==> src/sv/mldsa_ru_pkg.sv <==
`timescale 1ns / 1ps
package mldsa_ru_pkg;

    localparam int NSTAGE    = 6;
    localparam int DROP_BITS = 13;

    localparam logic [22:0] MODULUS = 23'd8380417;
    // (MODULUS-1)/2, the largest low part kept without reduction
    localparam logic signed [24:0] HALF_MOD = 25'sd4190208;

    localparam logic signed [23:0] GAMMA2_WIDE   = 24'sd261888;
    localparam logic signed [23:0] GAMMA2_NARROW = 24'sd95232;
    localparam logic [22:0] TWO_G_WIDE   = 23'd523776;
    localparam logic [22:0] TWO_G_NARROW = 23'd190464;

    localparam logic [23:0] EST_BIAS        = 24'd127;
    localparam logic [23:0] P2R_BIAS        = 24'd4095;
    localparam logic [13:0] EST_MUL_WIDE    = 14'd1025;
    localparam logic [13:0] EST_MUL_NARROW  = 14'd11275;
    localparam logic [30:0] EST_RND_WIDE    = 31'd2097152;
    localparam logic [30:0] EST_RND_NARROW  = 31'd8388608;
    localparam logic [5:0]  TOP_NARROW      = 6'd43;
    localparam logic [13:0] P2R_STEP        = 14'd8192;

    typedef enum logic [1:0] {
        KIND_POWER2ROUND = 2'd0,
        KIND_DECOMPOSE   = 2'd1,
        KIND_MAKE_HINT   = 2'd2,
        KIND_USE_HINT    = 2'd3
    } t_kind;

    typedef struct packed {
        logic [NSTAGE-1:0] load;
    } t_pipe_ctrl;

    typedef struct packed {
        t_kind              kind;
        logic               mode;
        logic [22:0]        a;
        logic [5:0]         q;
        logic [9:0]         p2r_high;
        logic signed [13:0] p2r_low;
        logic               hint_out;
        logic               hint_in;
    } t_est_item;

endpackage

==> src/sv/mldsa_ru_ctrl.sv <==
`timescale 1ns / 1ps
module mldsa_ru_ctrl
    import mldsa_ru_pkg::*;
(
    input  logic       i_clk,
    input  logic       i_rst_n,
    input  logic       i_in_valid,
    output logic       o_in_ready,
    output logic       o_out_valid,
    input  logic       i_out_ready,
    output t_pipe_ctrl o_ctrl
);

    logic [NSTAGE-1:0] r_valid;
    logic [NSTAGE:0]   n_ready;

    // a stage takes a new request when empty or when its occupant moves on
    always_comb begin
        n_ready[NSTAGE] = i_out_ready;
        for (int k = NSTAGE - 1; k >= 0; k--) begin
            n_ready[k] = !r_valid[k] || n_ready[k+1];
        end
    end

    always_ff @(posedge i_clk) begin
        if (!i_rst_n) begin
            r_valid <= '0;
        end else begin
            if (n_ready[0]) begin
                r_valid[0] <= i_in_valid;
            end
            for (int k = 1; k < NSTAGE; k++) begin
                if (n_ready[k]) begin
                    r_valid[k] <= r_valid[k-1];
                end
            end
        end
    end

    assign o_ctrl.load = n_ready[NSTAGE-1:0];
    assign o_in_ready  = n_ready[0];
    assign o_out_valid = r_valid[NSTAGE-1];

endmodule

==> src/sv/mldsa_ru_est.sv <==
`timescale 1ns / 1ps
module mldsa_ru_est
    import mldsa_ru_pkg::*;
(
    input  logic               i_clk,
    input  t_pipe_ctrl         i_ctrl,
    input  t_kind              i_kind,
    input  logic               i_mode,
    input  logic [22:0]        i_coefficient,
    input  logic signed [23:0] i_low_in,
    input  logic [9:0]         i_high_in,
    input  logic               i_hint_in,
    output t_est_item          o_item
);

    // stage 1: reduced coefficient
    t_kind              r1_kind;
    logic               r1_mode;
    logic [22:0]        r1_a;
    logic signed [23:0] r1_low_in;
    logic [9:0]         r1_high_in;
    logic               r1_hint_in;
    logic [22:0]        n1_a;

    // stage 2: quotient estimate product, power2round high, hint test
    t_kind              r2_kind;
    logic               r2_mode;
    logic [22:0]        r2_a;
    logic [29:0]        r2_prod;
    logic [9:0]         r2_p2r_high;
    logic               r2_hint_out;
    logic               r2_hint_in;
    logic [23:0]        n2_est_sum;
    logic [23:0]        n2_p2r_sum;
    logic [15:0]        n2_t;
    logic [13:0]        n2_mul;
    logic [29:0]        n2_prod;
    logic signed [23:0] n2_g;
    logic               n2_hint;

    // stage 3: quotient
    t_est_item          r3_item;
    logic [30:0]        n3_sum;
    logic [6:0]         n3_top;
    logic [5:0]         n3_q;
    logic signed [13:0] n3_p2r_low;

    always_comb begin
        n1_a = (i_coefficient >= MODULUS) ? i_coefficient - MODULUS : i_coefficient;
    end

    always_ff @(posedge i_clk) begin
        if (i_ctrl.load[0]) begin
            r1_kind    <= i_kind;
            r1_mode    <= i_mode;
            r1_a       <= n1_a;
            r1_low_in  <= i_low_in;
            r1_high_in <= i_high_in;
            r1_hint_in <= i_hint_in;
        end
    end

    always_comb begin
        n2_est_sum = {1'b0, r1_a} + EST_BIAS;
        n2_t       = n2_est_sum[22:7];
        n2_mul     = r1_mode ? EST_MUL_NARROW : EST_MUL_WIDE;
        n2_prod    = 30'(n2_t) * 30'(n2_mul);
        n2_p2r_sum = {1'b0, r1_a} + P2R_BIAS;
        n2_g       = r1_mode ? GAMMA2_NARROW : GAMMA2_WIDE;
        n2_hint    = (r1_low_in > n2_g) || (r1_low_in < -n2_g)
                     || ((r1_low_in == -n2_g) && (r1_high_in != '0));
    end

    always_ff @(posedge i_clk) begin
        if (i_ctrl.load[1]) begin
            r2_kind     <= r1_kind;
            r2_mode     <= r1_mode;
            r2_a        <= r1_a;
            r2_prod     <= n2_prod;
            r2_p2r_high <= n2_p2r_sum[22:DROP_BITS];
            r2_hint_out <= n2_hint;
            r2_hint_in  <= r1_hint_in;
        end
    end

    always_comb begin
        n3_sum = {1'b0, r2_prod} + (r2_mode ? EST_RND_NARROW : EST_RND_WIDE);
        n3_top = n3_sum[30:24];
        if (r2_mode) begin
            // the top estimate wraps to zero
            n3_q = (n3_top > 7'(TOP_NARROW)) ? 6'd0 : n3_top[5:0];
        end else begin
            n3_q = {2'b00, n3_sum[25:22]};
        end
        // the rounded high part exceeds the upper bits by at most one step
        if (r2_p2r_high == r2_a[22:DROP_BITS]) begin
            n3_p2r_low = signed'({1'b0, r2_a[DROP_BITS-1:0]});
        end else begin
            n3_p2r_low = signed'({1'b0, r2_a[DROP_BITS-1:0]} - P2R_STEP);
        end
    end

    always_ff @(posedge i_clk) begin
        if (i_ctrl.load[2]) begin
            r3_item.kind     <= r2_kind;
            r3_item.mode     <= r2_mode;
            r3_item.a        <= r2_a;
            r3_item.q        <= n3_q;
            r3_item.p2r_high <= r2_p2r_high;
            r3_item.p2r_low  <= n3_p2r_low;
            r3_item.hint_out <= r2_hint_out;
            r3_item.hint_in  <= r2_hint_in;
        end
    end

    assign o_item = r3_item;

endmodule

==> src/sv/mldsa_ru_low.sv <==
`timescale 1ns / 1ps
module mldsa_ru_low
    import mldsa_ru_pkg::*;
(
    input  logic               i_clk,
    input  t_pipe_ctrl         i_ctrl,
    input  t_est_item          i_item,
    output logic [9:0]         o_high_part,
    output logic signed [18:0] o_low_part,
    output logic               o_hint_out
);

    // stage 4: multiple of 2*gamma2
    t_est_item          r4_item;
    logic [22:0]        r4_m;
    logic [22:0]        n4_m;

    // stage 5: low part
    t_est_item          r5_item;
    logic signed [18:0] r5_lo;
    logic signed [24:0] n5_diff;
    logic signed [24:0] n5_lo;

    // stage 6: result
    logic [9:0]         r6_high;
    logic signed [18:0] r6_low;
    logic               r6_hint;
    logic [5:0]         n6_adj;
    logic [3:0]         n6_adj_wide;
    logic               n6_up;

    always_comb begin
        n4_m = 23'(i_item.q) * (i_item.mode ? TWO_G_NARROW : TWO_G_WIDE);
    end

    always_ff @(posedge i_clk) begin
        if (i_ctrl.load[3]) begin
            r4_item <= i_item;
            r4_m    <= n4_m;
        end
    end

    always_comb begin
        n5_diff = signed'({2'b00, r4_item.a}) - signed'({2'b00, r4_m});
        // fold a low part above (MODULUS-1)/2 down by the modulus
        if (n5_diff > HALF_MOD) begin
            n5_lo = n5_diff - signed'({2'b00, MODULUS});
        end else begin
            n5_lo = n5_diff;
        end
    end

    always_ff @(posedge i_clk) begin
        if (i_ctrl.load[4]) begin
            r5_item <= r4_item;
            r5_lo   <= n5_lo[18:0];
        end
    end

    always_comb begin
        n6_up = (r5_lo > 19'sd0);
        n6_adj_wide = n6_up ? r5_item.q[3:0] + 4'd1 : r5_item.q[3:0] - 4'd1;
        if (!r5_item.hint_in) begin
            n6_adj = r5_item.q;
        end else if (!r5_item.mode) begin
            n6_adj = {2'b00, n6_adj_wide};
        end else if (n6_up) begin
            n6_adj = (r5_item.q == TOP_NARROW) ? 6'd0 : r5_item.q + 6'd1;
        end else begin
            n6_adj = (r5_item.q == 6'd0) ? TOP_NARROW : r5_item.q - 6'd1;
        end
    end

    always_ff @(posedge i_clk) begin
        if (i_ctrl.load[5]) begin
            case (r5_item.kind)
                KIND_POWER2ROUND: begin
                    r6_high <= r5_item.p2r_high;
                    r6_low  <= 19'(r5_item.p2r_low);
                    r6_hint <= 1'b0;
                end
                KIND_DECOMPOSE: begin
                    r6_high <= 10'(r5_item.q);
                    r6_low  <= r5_lo;
                    r6_hint <= 1'b0;
                end
                KIND_MAKE_HINT: begin
                    r6_high <= '0;
                    r6_low  <= '0;
                    r6_hint <= r5_item.hint_out;
                end
                default: begin
                    r6_high <= 10'(n6_adj);
                    r6_low  <= '0;
                    r6_hint <= 1'b0;
                end
            endcase
        end
    end

    assign o_high_part = r6_high;
    assign o_low_part  = r6_low;
    assign o_hint_out  = r6_hint;

endmodule

==> src/sv/ml_dsa_rounding_unit.sv <==
`timescale 1ns / 1ps
// ML-DSA rounding unit: power2round, decompose, make hint and use hint on one
// coefficient per request, chosen by s_axis_tuser. The datapath is a six-stage
// pipeline (reduce, estimate multiply, quotient, 2*gamma2 multiply, low part,
// hint adjust and result select) with a valid bit per stage, so it takes one
// request every cycle while the output is not stalled; a stalled output holds
// only the stages that are full, and empty stages keep filling. gamma2_mode is
// to be written through the cfg channel only while no request is in flight (the
// block itself does not enforce this) and applies to every request accepted after it.
module ml_dsa_rounding_unit
    import mldsa_ru_pkg::*;
(
    input  logic        i_clk,
    input  logic        i_rst_n,
    input  logic        i_cfg_valid,
    output logic        o_cfg_ready,
    input  logic        i_cfg_data,     // gamma2_mode
    input  logic        s_axis_tvalid,
    output logic        s_axis_tready,
    input  logic [63:0] s_axis_tdata,   // coefficient[22:0], low_in[46:23], high_in[56:47],
                                        // hint_in[57], zero[63:58]
    input  logic [1:0]  s_axis_tuser,   // kind[1:0]
    output logic        m_axis_tvalid,
    input  logic        m_axis_tready,
    output logic [31:0] m_axis_tdata    // high_part[9:0], low_part[28:10], hint_out[29],
                                        // zero[31:30]
);

    logic               r_gamma2_mode;
    t_pipe_ctrl         w_ctrl;
    t_est_item          w_item;
    logic [9:0]         w_high_part;
    logic signed [18:0] w_low_part;
    logic               w_hint_out;

    always_ff @(posedge i_clk) begin
        if (!i_rst_n) begin
            r_gamma2_mode <= 1'b0;
        end else if (i_cfg_valid && o_cfg_ready) begin
            r_gamma2_mode <= i_cfg_data;
        end
    end

    assign o_cfg_ready = 1'b1;

    mldsa_ru_ctrl u_ctrl (
        .i_clk       (i_clk),
        .i_rst_n     (i_rst_n),
        .i_in_valid  (s_axis_tvalid),
        .o_in_ready  (s_axis_tready),
        .o_out_valid (m_axis_tvalid),
        .i_out_ready (m_axis_tready),
        .o_ctrl      (w_ctrl)
    );

    mldsa_ru_est u_est (
        .i_clk         (i_clk),
        .i_ctrl        (w_ctrl),
        .i_kind        (t_kind'(s_axis_tuser)),
        .i_mode        (r_gamma2_mode),
        .i_coefficient (s_axis_tdata[22:0]),
        .i_low_in      (signed'(s_axis_tdata[46:23])),
        .i_high_in     (s_axis_tdata[56:47]),
        .i_hint_in     (s_axis_tdata[57]),
        .o_item        (w_item)
    );

    mldsa_ru_low u_low (
        .i_clk       (i_clk),
        .i_ctrl      (w_ctrl),
        .i_item      (w_item),
        .o_high_part (w_high_part),
        .o_low_part  (w_low_part),
        .o_hint_out  (w_hint_out)
    );

    assign m_axis_tdata = {2'b00, w_hint_out, w_low_part, w_high_part};

endmodule

==> config.mk <==
export PLATFORM = sky130hd
export DESIGN_NAME = ml_dsa_rounding_unit
export DESIGN_NICKNAME = d
export VERILOG_FILES = /design/src/sv/mldsa_ru_pkg.sv /design/src/sv/mldsa_ru_ctrl.sv /design/src/sv/mldsa_ru_est.sv /design/src/sv/mldsa_ru_low.sv /design/src/sv/ml_dsa_rounding_unit.sv
export SDC_FILE = /design/constraint.sdc
export NUM_CORES = 1
export LEC_CHECK = 0
export BUFFER_PORTS_ARGS = -buffer_cell sky130_fd_sc_hd__buf_2
export CAP_MARGIN = 20
export CORE_MARGIN = 2
export CORE_UTILIZATION = 55
export DETAILED_ROUTE_END_ITERATION = 10
export PLACE_DENSITY = 0.73
export SETUP_SLACK_MARGIN = 0.05
export SLEW_MARGIN = 20
export SYNTH_ARGS = -nofsm -noshare
export SYNTH_HDL_FRONTEND = slang
export SYNTH_SLANG_ARGS = --single-unit
==> constraint.sdc <==
create_clock -name i_clk -period 16.1 [get_ports i_clk]
set_input_delay 3.22 -clock i_clk [delete_from_list [all_inputs] [get_ports i_clk]]
set_output_delay 3.22 -clock i_clk [all_outputs]
set_load 0.02 [all_outputs]
==> impl_metrics.yaml, run 1 <==
route:
  drt-initial-drc-count: 540
  drc_errors: 0
  dr.pass1.iters: 5
  wl_per_cell_um: 16.0
  vias_per_cell: 5.47
  ant_nets: 0
  finalWirelength_um: 30400
  num_vias: 10400
worst_setup_path:
  critPathArrivalTime_ns: 4.94
  crit_family: "simple AND/OR/NAND/NOR gates"
  crit_buf_inv: 3
  crit_top_cell: "buf_2"
  r2r_cells: 25
  worst_setup_path_end_kind: "output pin"
  rrSetupSlack_ns: 9.28
  cp.required_ns: 12.88
  worstSetupPathType: "primary input to output pin"
  cp_slowest_cell: "buf_4"
  r2r-end: "u_est.r2_prod[29]"
  r2r-start: "u_est.r1_a[2]"
  cp_num_cells: 7
  critPathLaunchType: "primary input"
  worstPathMaxFanout: 63
  path_cells: "buf_2 -> nor2b_1 -> and3_1 -> and2_1 -> nand3_2 -> buf_4 -> buf_2"
  max_stage_delay_ns: 0.35
power_and_ir_drop:
  leakage_nw: 8.42
  vdd_ir_drop_max_mv: 0.197
  power.total_w: 0.00317
  powerDensity_mw_per_mm2: 164
synth:
  synth_top_area_share_pct: 51.4
  synth_cells: 1367
  ys_types: 75
  synth_edf_count: 296
  yosysWarningCount: 0
  synthesis.area_mm2: 0.0173
  ys_async_sr_fraction_pct: 0
  yosysTopAreaCell: "edfxtp_1"
  synth_area_leaders: "edfxtp_1 51%, ha_1 12%, fa_1 7.9%"
  ys_seq_area_share_pct: 52.2
  syn_area_per_cell_um2: 12.7
  ys_ff_latch: 303
  synth_ff_type: "edfxtp_1"
sta:
  tightest_slew_ns: 0.767
  drv_slew: 0
  skew_ns: 0.0280
  slew_headroom_pct: 48.9
  rsz0062_at_grt: "no"
  finalCriticalPeriod_ns: 8.16
  report.final.setup_viol: 0
  fin_crit_sh_pct: 50.7
  fin_tns_setup_ns: 0
  hold_violations: 0
  fmax_mhz: 123
global_routing:
  grtUsageMet3_pct: 2.57
  grt_pass1_vias: 10400
  grt_max_degree: 64
  track_usage_pct: 18.7
  grtUsageMet2_pct: 32.8
  grt_pass1_wl_um: 50400
  antenna_found_initial: 0
  grt_use_met1_pct: 24.4
  grt_remaining_overflow: 0
  busiest_layer: "met2"
cells_and_area:
  multi_input_area_mm2: 0.00754
  antenna_cells: 0
  ff_latch_area_mm2: 0.00903
  final_common_cell: "edfxtp_1"
  layout_common_cells: "296 x edfxtp_1, 163 x inv_1, 162 x ha_1"
  final_nets: 1779
  drive_above_1_share_pct: 11.5
  fill_cells: 2354
  area_delta_synth_final_pct: 11.5
floorplan:
  start_util_pct: 56.3
  die_w_um: 181
  boundaryPins: 107
  core_area_mm2: 0.0307
  die_y_um: 181
  placementRows: 64
  fp.dieArea_mm2: 0.0329
hold_path:
  hp-class: "flip-flop to flip-flop"
  hold_path_end: "u_low.r4_item[23]"
  min_from: "u_est.o_item[23]"
  min_path_cells: 0
clocking:
  clk_path_buf_depth: 3
  insertion_delay_ns: 0.57
  cts_resized: 0
  holdBufCountCts: 0
  htreeDepth: 1
  cts_sinks: 303
  cts_tree: "done"
  cts-root-buf: "clkbuf_16"
  cts_buffers: 30
  post_cts.repair.setup_buffers: 0
  clkSlewWorstSetupHoldPaths_ns: 0.06
run:
  maxCapViolations: 0
placed_design:
  hpwl_um: 23400
  gp_congestion: 0.865
  port-buffer-count: 97
outcome:
  outcome: "complete, no violations"
==> flip-flops by register name, summed over array words and instances, names as in the netlist, 2 cells and up <==
signal             count
u_est.o_item          45
u_low.r4_item         45
u_low.r5_item         35
u_est.r1_low_in       24
u_est.r1_a            23
u_est.r2_a            23
u_low.o_low_part      19
u_low.r5_lo           19
u_low.r4_m            14
u_est.r1_high_in      10
u_est.r2_p2r_high     10
u_low.o_high_part     10
u_est.r2_prod          9
u_ctrl.r_valid         6
u_est.r1_kind          2
u_est.r2_kind          2
==> through the flow <==
| step | util (%) | cells | setup slack (ns) | hold slack, ns | area (um^2) |
|---|---|---|---|---|---|
| after floorplan | - | 1368 | 7.50 | 0.400 | 17300 |
| after global placement | 59.2 | 1838 | 8.06 | 0.401 | 18200 |
| after detailed placement | 59.3 | 1839 | 7.93 | 0.405 | 18200 |
| after CTS | 62.5 | 1895 | 7.93 | 0.387 | 19200 |
| after global routing | 62.7 | 1897 | 7.79 | 0.395 | 19300 |
| final | 62.7 | 1897 | 7.94 | 0.395 | 19300 |
==> routing by layer <==
metal | routed length (um) | vias to the layer above | share of wire [%]
li1 | - | 5119 | -
met1 | 13100 | 4969 | 43
met2 | 15200 | 236 | 50
met3 | 1280 | 49 | 4.2
met4 | 773 | 0 | 2.5
met5 | 0 | - | 0
==> final cells by class <==
class	instances	area share, %
Sequential cell	303	46.8
Multi-Input combinational cell	870	39.1
Clock inverter	18	1.12
Inverter	165	3.21
Timing Repair Buffer	107	3.14
Tap cell	396	2.57
Clock buffer	38	4.05
==> worst max path at each step <==
stage / from / end / slack, ns
floorplan: m_axis_tready / s_axis_tready / 7.50
global placement: m_axis_tready / s_axis_tready / 8.06
detailed placement: m_axis_tready / s_axis_tready / 7.93
CTS: m_axis_tready / s_axis_tready / 7.93
global route: m_axis_tready / s_axis_tready / 7.79
finish: m_axis_tready / s_axis_tready / 7.94
==> synthesized netlist by cell type (14+ instances only) <==
cell,count
a21oi_1,54
and2_1,22
clkbuf_1,21
edfxtp_1,296
fa_1,68
ha_1,162
inv_1,165
mux2i_1,20
nand2_1,57
nand2b_1,14
nand3_1,26
nor2_1,86
nor2b_1,22
nor3_1,15
nor4_1,19
o21ai_0,25
xnor2_1,51
xor2_1,54
==> where the power goes <==
group	internal, W	total (W)	switching [W]
Combinational	0.000609	0.00136	0.000747
Sequential	0.00105	0.00112	0.0000711
Clock	0.000409	0.000696	0.000287
==> logic make-up after synthesis <==
kind of cell               after synthesis  synth area share, %
adders and majority gates              230                 19.6
xor gates and xnor gates               107                 5.50
AOI/OAI and AO/OA                      188                 7.56
DFF                                    303                 52.2
other                                    2               0.0434
buffers and inverters                  195                 4.37
and+or+nand+nor                        321                 9.54
muxes                                   21                 1.22
==> worst reg2reg max path, delay by kind of cell (launching register included) <==
family / cells / cell delay [ns]
compound gates: 7 / 1.53
xor+xnor: 2 / 0.63
fa+ha+maj: 6 / 2.47
buf+inv: 4 / 0.20
flops: 1 / 0.38
simple gates: 6 / 1.36
Power figures use the tool's default switching activity.
==> run 2, diff against run 1 <==
==> constraint.sdc (replaced) <==
create_clock -name i_clk -period 8.5 [get_ports i_clk]
set_input_delay 1.7 -clock i_clk [delete_from_list [all_inputs] [get_ports i_clk]]
set_output_delay 1.7 -clock i_clk [all_outputs]
set_load 0.02 [all_outputs]
==> run 2 against run 1 <==
Hold slack better by 0.013 ns; via count about the same; first-iteration DRC count is 2.6% higher; cell count is 0.11% lower; clock skew fell by 0.0058 ns; non-clock buffer count is 1 lower; design area fell by 0.30%; die area unchanged; critical endpoint is now u_est.r2_prod[29]; largest power group unchanged.
==> impl_metrics.yaml, run 2 (synthesis gave the netlist of run 1 again) <==
clocking:
  clk_path_buf_depth: 3
  insertion_delay_ns: 0.57
  clkSlewWorstSetupHoldPaths_ns: 0.06
  post_cts.repair.setup_buffers: 0
  holdBufCountCts: 0
  cts_resized: 0
  cts_sinks: 303
  cts-root-buf: "clkbuf_16"
  htreeDepth: 1
  cts_tree: "done"
  cts_buffers: 30
floorplan:
  placementRows: 64
  die_w_um: 181
  boundaryPins: 107
  start_util_pct: 56.3
  die_y_um: 181
  core_area_mm2: 0.0307
  fp.dieArea_mm2: 0.0329
cells_and_area:
  antenna_cells: 0
  layout_common_cells: "296 x edfxtp_1, 163 x inv_1, 162 x ha_1"
  final_nets: 1778
  drive_above_1_share_pct: 11.6
  area_delta_synth_final_pct: 11.1
  final_common_cell: "edfxtp_1"
global_routing:
  grt_pass1_wl_um: 49700
  grt_max_degree: 64
  track_usage_pct: 18.6
  antenna_found_initial: 0
  grt_remaining_overflow: 0
  grt_pass1_vias: 10400
worst_setup_path:
  crit_buf_inv: 4
  r2r-start: "u_est.r1_a[2]"
  cp.required_ns: 8.80
  crit_top_cell: "inv_1"
  max_stage_delay_ns: 0.53
  critPathArrivalTime_ns: 7.03
  critPathLaunchType: "flip-flop"
  worstSetupPathType: "flip-flop to flip-flop"
  cp-startpoint: "u_est.r1_a[2]"
  cp_slowest_cell: "fa_1"
  worstPathMaxFanout: 6
  worst_setup_path_end_kind: "flip-flop"
  rrSetupSlack_ns: 1.77
  crit_family: "adder cells"
route:
  wl_per_cell_um: 15.8
  drc_errors: 0
  finalWirelength_um: 29900
  drt-initial-drc-count: 554
  vias_per_cell: 5.48
  ant_nets: 0
  num_vias: 10400
  dr.pass1.iters: 7
power_and_ir_drop:
  p_sw_share_pct: 35.3
  leakage_nw: 8.40
  intPower_w: 0.00385
  clockPowerShare_pct: 21.3
  combPwrFrac_pct: 43.0
  seqPwrFrac_pct: 35.6
  powerDensity_mw_per_mm2: 309
  vdd_ir_drop_max_mv: 0.329
  p_switching_w: 0.00210
sta:
  skew_ns: 0.0222
  fin_crit_sh_pct: 79.2
  drv_slew: 0
  fmax_mhz: 149
  setup_ws_ns: 1.77
  tightest_slew_ns: 1.04
  finalCriticalPeriod_ns: 6.73
  slew_headroom_pct: 30.2
  hold_violations: 0
  fin_tns_setup_ns: 0
  report.final.setup_viol: 0
  rsz0062_at_grt: "no"
placed_design:
  gp_congestion: 0.880
  hpwl_um: 23000
  port-buffer-count: 97
  dpl_worst_slack_ns: 1.73
run:
  maxCapViolations: 0
hold_path:
  hp-class: "flip-flop to flip-flop"
  min_from: "u_est.o_item[45]"
outcome:
  outcome: "complete, no violations"
==> run 2: cell types whose count changed in the layout (fill, tap and decap cells not counted), moves of 2 or more <==
cell        delta
bufinv_16      -2
inv_6          +2
clkbuf_1       -4
clkinvlp_4     +2
==> run 2: power groups by stage <==
| stage | registers [W] | logic [W] | clock network [W] |
|---|---|---|---|
| 6_report | 0.00212 | 0.00256 | 0.00127 |
| 5_1_grt | 0.00214 | 0.00295 | 0.00136 |
| 4_1_cts | 0.00212 | 0.00259 | 0.00130 |
| 3_5_place_dp | 0.00215 | 0.00256 | 0 |
| 3_3_place_gp | 0.00214 | 0.00247 | 0 |
| 2_1_floorplan | 0.00211 | 0.00203 | 0 |
==> run 2: layout make-up <==
cell class                 count  area, um^2
tap                          396         495
timing repair buffer         106         586
multi-input combinational    870        7540
inverter                     165         619
sequential                   303        9030
fill                        2393       11500
clock inverter                21         194
clock buffer                  34         766
==> run 2: through the flow <==
step / hold slack (ns) / power [W] / cells / area [um^2] / util, %
after global routing: 0.408 / 0.00646 / 1895 / 19200 / 62.5
after global placement: 0.401 / 0.00462 / 1838 / 18200 / 59.2
after CTS: 0.394 / 0.00601 / 1893 / 19200 / 62.4
final: 0.408 / 0.00595 / 1895 / 19200 / 62.5
after floorplan: 0.400 / 0.00413 / 1368 / 17300 / -
after detailed placement: 0.405 / 0.00471 / 1838 / 18200 / 59.2
==> run 2: path summary, 6_finish.rpt <==
| kind | depth (start not counted) | end |
|---|---|---|
| setup / recovery | 25 | u_est.r2_prod[29] |
| hold / removal | 0 | u_low.r4_item[45] |
| setup reg to reg | 25 | u_est.r2_prod[29] |
| hold reg to reg | 0 | u_low.r4_item[45] |
==> run 2: worst register-to-register path: stages (launching register included) <==
cell	delay (ns)
edfxtp_1	0.38
nor4_1	0.41
a21oi_1	0.19
and3_1	0.30
nand4_1	0.25
nor2_1	0.10
xnor2_1	0.37
nor2_1	0.13
ha_1	0.35
ha_1	0.30
inv_1	0.06
fa_1	0.53
inv_1	0.05
fa_1	0.51
inv_1	0.06
fa_1	0.50
inv_1	0.06
ha_1	0.33
nand4_1	0.13
o2111ai_1	0.13
a211oi_1	0.36
a211o_1	0.22
a211oi_1	0.10
a21bo_2	0.22
o41ai_1	0.32
xnor2_1	0.12
==> run 2: routing by layer <==
layer | share of wire (%) | global-route usage (%) | up-vias
met5 | 0 | 0 | -
met4 | 2.7 | 4.94 | 0
met3 | 3.5 | 2.55 | 50
met2 | 50 | 32.8 | 181
met1 | 44 | 24.2 | 5021
li1 | - | - | 5125
==> run 3, diff against run 2 <==
==> constraint.sdc (replaced) <==
create_clock -name i_clk -period 6.26 [get_ports i_clk]
set_input_delay 1.252 -clock i_clk [delete_from_list [all_inputs] [get_ports i_clk]]
set_output_delay 1.252 -clock i_clk [all_outputs]
set_load 0.02 [all_outputs]
==> run 3 against run 2 <==
Largest power group unchanged; die area is the same; setup slack lost 1.7 ns; combinational power grew 40%; largest cell class unchanged; highest routed layer unchanged; clock skew grew 0.0029 ns; global-route usage grew 0.48 points.
==> impl_metrics.yaml, run 3 (synthesis gave the netlist of run 1 again) <==
hold_path:
  hp-class: "flip-flop to flip-flop"
  min_from: "u_est.r2_a[7]"
  min_path_cells: 0
  hold_path_end: "u_est.o_item[9]"
outcome:
  outcome: "complete, no violations"
floorplan:
  start_util_pct: 56.3
  die_w_um: 181
  core_area_mm2: 0.0307
  placementRows: 64
  fp.dieArea_mm2: 0.0329
  boundaryPins: 107
  die_y_um: 181
placed_design:
  gp_congestion: 0.891
  dpl_worst_slack_ns: -0.160
  hpwl_um: 24100
  port-buffer-count: 97
global_routing:
  grt_remaining_overflow: 0
  track_usage_pct: 19.0
  grt_pass1_vias: 10600
  antenna_found_initial: 0
  grt_pass1_wl_um: 51000
  grt_max_degree: 64
power_and_ir_drop:
  clockPowerShare_pct: 20.5
  p_sw_share_pct: 35.2
  seqPwrFrac_pct: 35.4
  powerDensity_mw_per_mm2: 403
  intPower_w: 0.00526
  combPwrFrac_pct: 44.1
  leakage_nw: 8.80
  vdd_ir_drop_max_mv: 0.484
  p_switching_w: 0.00286
worst_setup_path:
  r2r-start: "u_est.r1_a[2]"
  critPathArrivalTime_ns: 6.54
  critPathLaunchType: "flip-flop"
  rrSetupSlack_ns: 0.02
  r2r-end: "u_est.r2_prod[29]"
  cp.required_ns: 6.56
  worst_setup_path_end_kind: "flip-flop"
  worstSetupPathType: "flip-flop to flip-flop"
  max_stage_delay_ns: 0.52
  cp_slowest_cell: "fa_1"
  worstPathMaxFanout: 4
  r2r_cells: 28
sta:
  drv_slew: 0
  skew_ns: 0.0252
  fin_crit_sh_pct: 99.7
  report.final.setup_viol: 0
  whs_ns: 0.402
  tightest_slew_ns: 1.10
  slew_headroom_pct: 26.4
  rsz0062_at_grt: "yes"
  finalCriticalPeriod_ns: 6.24
  setup_ws_ns: 0.0214
  hold_violations: 0
  fmax_mhz: 160
cells_and_area:
  antenna_cells: 0
  drive_above_1_share_pct: 19.4
  fin_util_pct: 65.6
  area_delta_synth_final_pct: 16.6
  final_common_cell: "edfxtp_1"
  layout_common_cells: "296 x edfxtp_1, 158 x inv_1, 147 x ha_1"
  final_nets: 1850
route:
  dr.pass1.iters: 5
  drc_errors: 0
  vias_per_cell: 5.48
  drt-initial-drc-count: 554
  ant_nets: 0
  finalWirelength_um: 31700
  num_vias: 10800
  wl_per_cell_um: 16.1
clocking:
  clk_path_buf_depth: 3
  holdBufCountCts: 0
  cts_tree: "done"
  cts_sinks: 303
  cts_buffers: 30
  cts-root-buf: "clkbuf_16"
  clkSlewWorstSetupHoldPaths_ns: 0.06
  insertion_delay_ns: 0.58
  htreeDepth: 1
run:
  maxCapViolations: 0
## run 3: worst max path at each step
stage | startpoint | end | slack [ns] | depth (start not counted)
after floorplan | u_est.r1_a[2] | u_est.r2_prod[29] | 0.21 | 26
after global placement | u_est.r1_a[2] | u_est.r2_prod[29] | -0.15 | 27
after detailed placement | u_est.r1_a[2] | u_est.r2_prod[29] | -0.16 | 27
after CTS | u_est.r1_a[5] | u_est.r2_prod[29] | 0.06 | 27
after global routing | u_est.r1_a[2] | u_est.r2_prod[29] | -0.27 | 27
final | u_est.r1_a[2] | u_est.r2_prod[29] | 0.02 | 28
## run 3: stage by stage
step / instances / setup TNS, ns / cell area [um^2] / total power [W]
6_report: 1968 / 0 / 20200 / 0.00812
3_3_place_gp: 1894 / -0.228 / 18600 / 0.00631
3_5_place_dp: 1895 / -0.326 / 18700 / 0.00642
2_1_floorplan: 1368 / 0 / 17300 / 0.00561
4_1_cts: 1954 / 0 / 19800 / 0.00813
5_1_grt: 1968 / -1.00 / 20200 / 0.00878
## run 3: routing by layer
metal | wire, um | vias to the layer above | global-route usage, %
met1 | 13200 | 5242 | 24.2
met2 | 16100 | 211 | 34.0
met5 | 0 | - | 0
met4 | 1140 | 0 | 6.05
li1 | - | 5256 | -
met3 | 1230 | 71 | 2.53
## run 3: worst max-delay path: cells and delay by family, from the launching register on
family / cells / cell delay (ns)
buf+inv: 9 / 0.74
fa+ha+maj: 6 / 2.54
flops: 1 / 0.42
simple gates: 6 / 0.98
xor+xnor: 2 / 0.31
compound gates: 5 / 0.96
## run 3: timing repair
item / CTS / global route
cloned: 0 / 0
resized for setup: 30 / 41
endpoints found under the setup margin: 5 / 8
buffers inserted: 3 / 13
pin swaps: 20 / 47
## run 3: power groups by stage
stage	clock [W]	sequential, W	combinational (W)
3_3_place_gp	0	0.00290	0.00341
6_report	0.00167	0.00288	0.00358
3_5_place_dp	0	0.00292	0.00350
5_1_grt	0.00178	0.00291	0.00409
4_1_cts	0.00170	0.00288	0.00355
2_1_floorplan	0	0.00286	0.00275
## run 3: area by class of cell
| cell class | count | area [um^2] |
|---|---|---|
| fill | 2289 | 10600 |
| sequential | 303 | 9030 |
| multi-input combinational | 870 | 7980 |
| timing repair buffer | 178 | 1130 |
| clock buffer | 38 | 781 |
| inverter | 165 | 619 |
| tap | 396 | 495 |
| clock inverter | 18 | 145 |
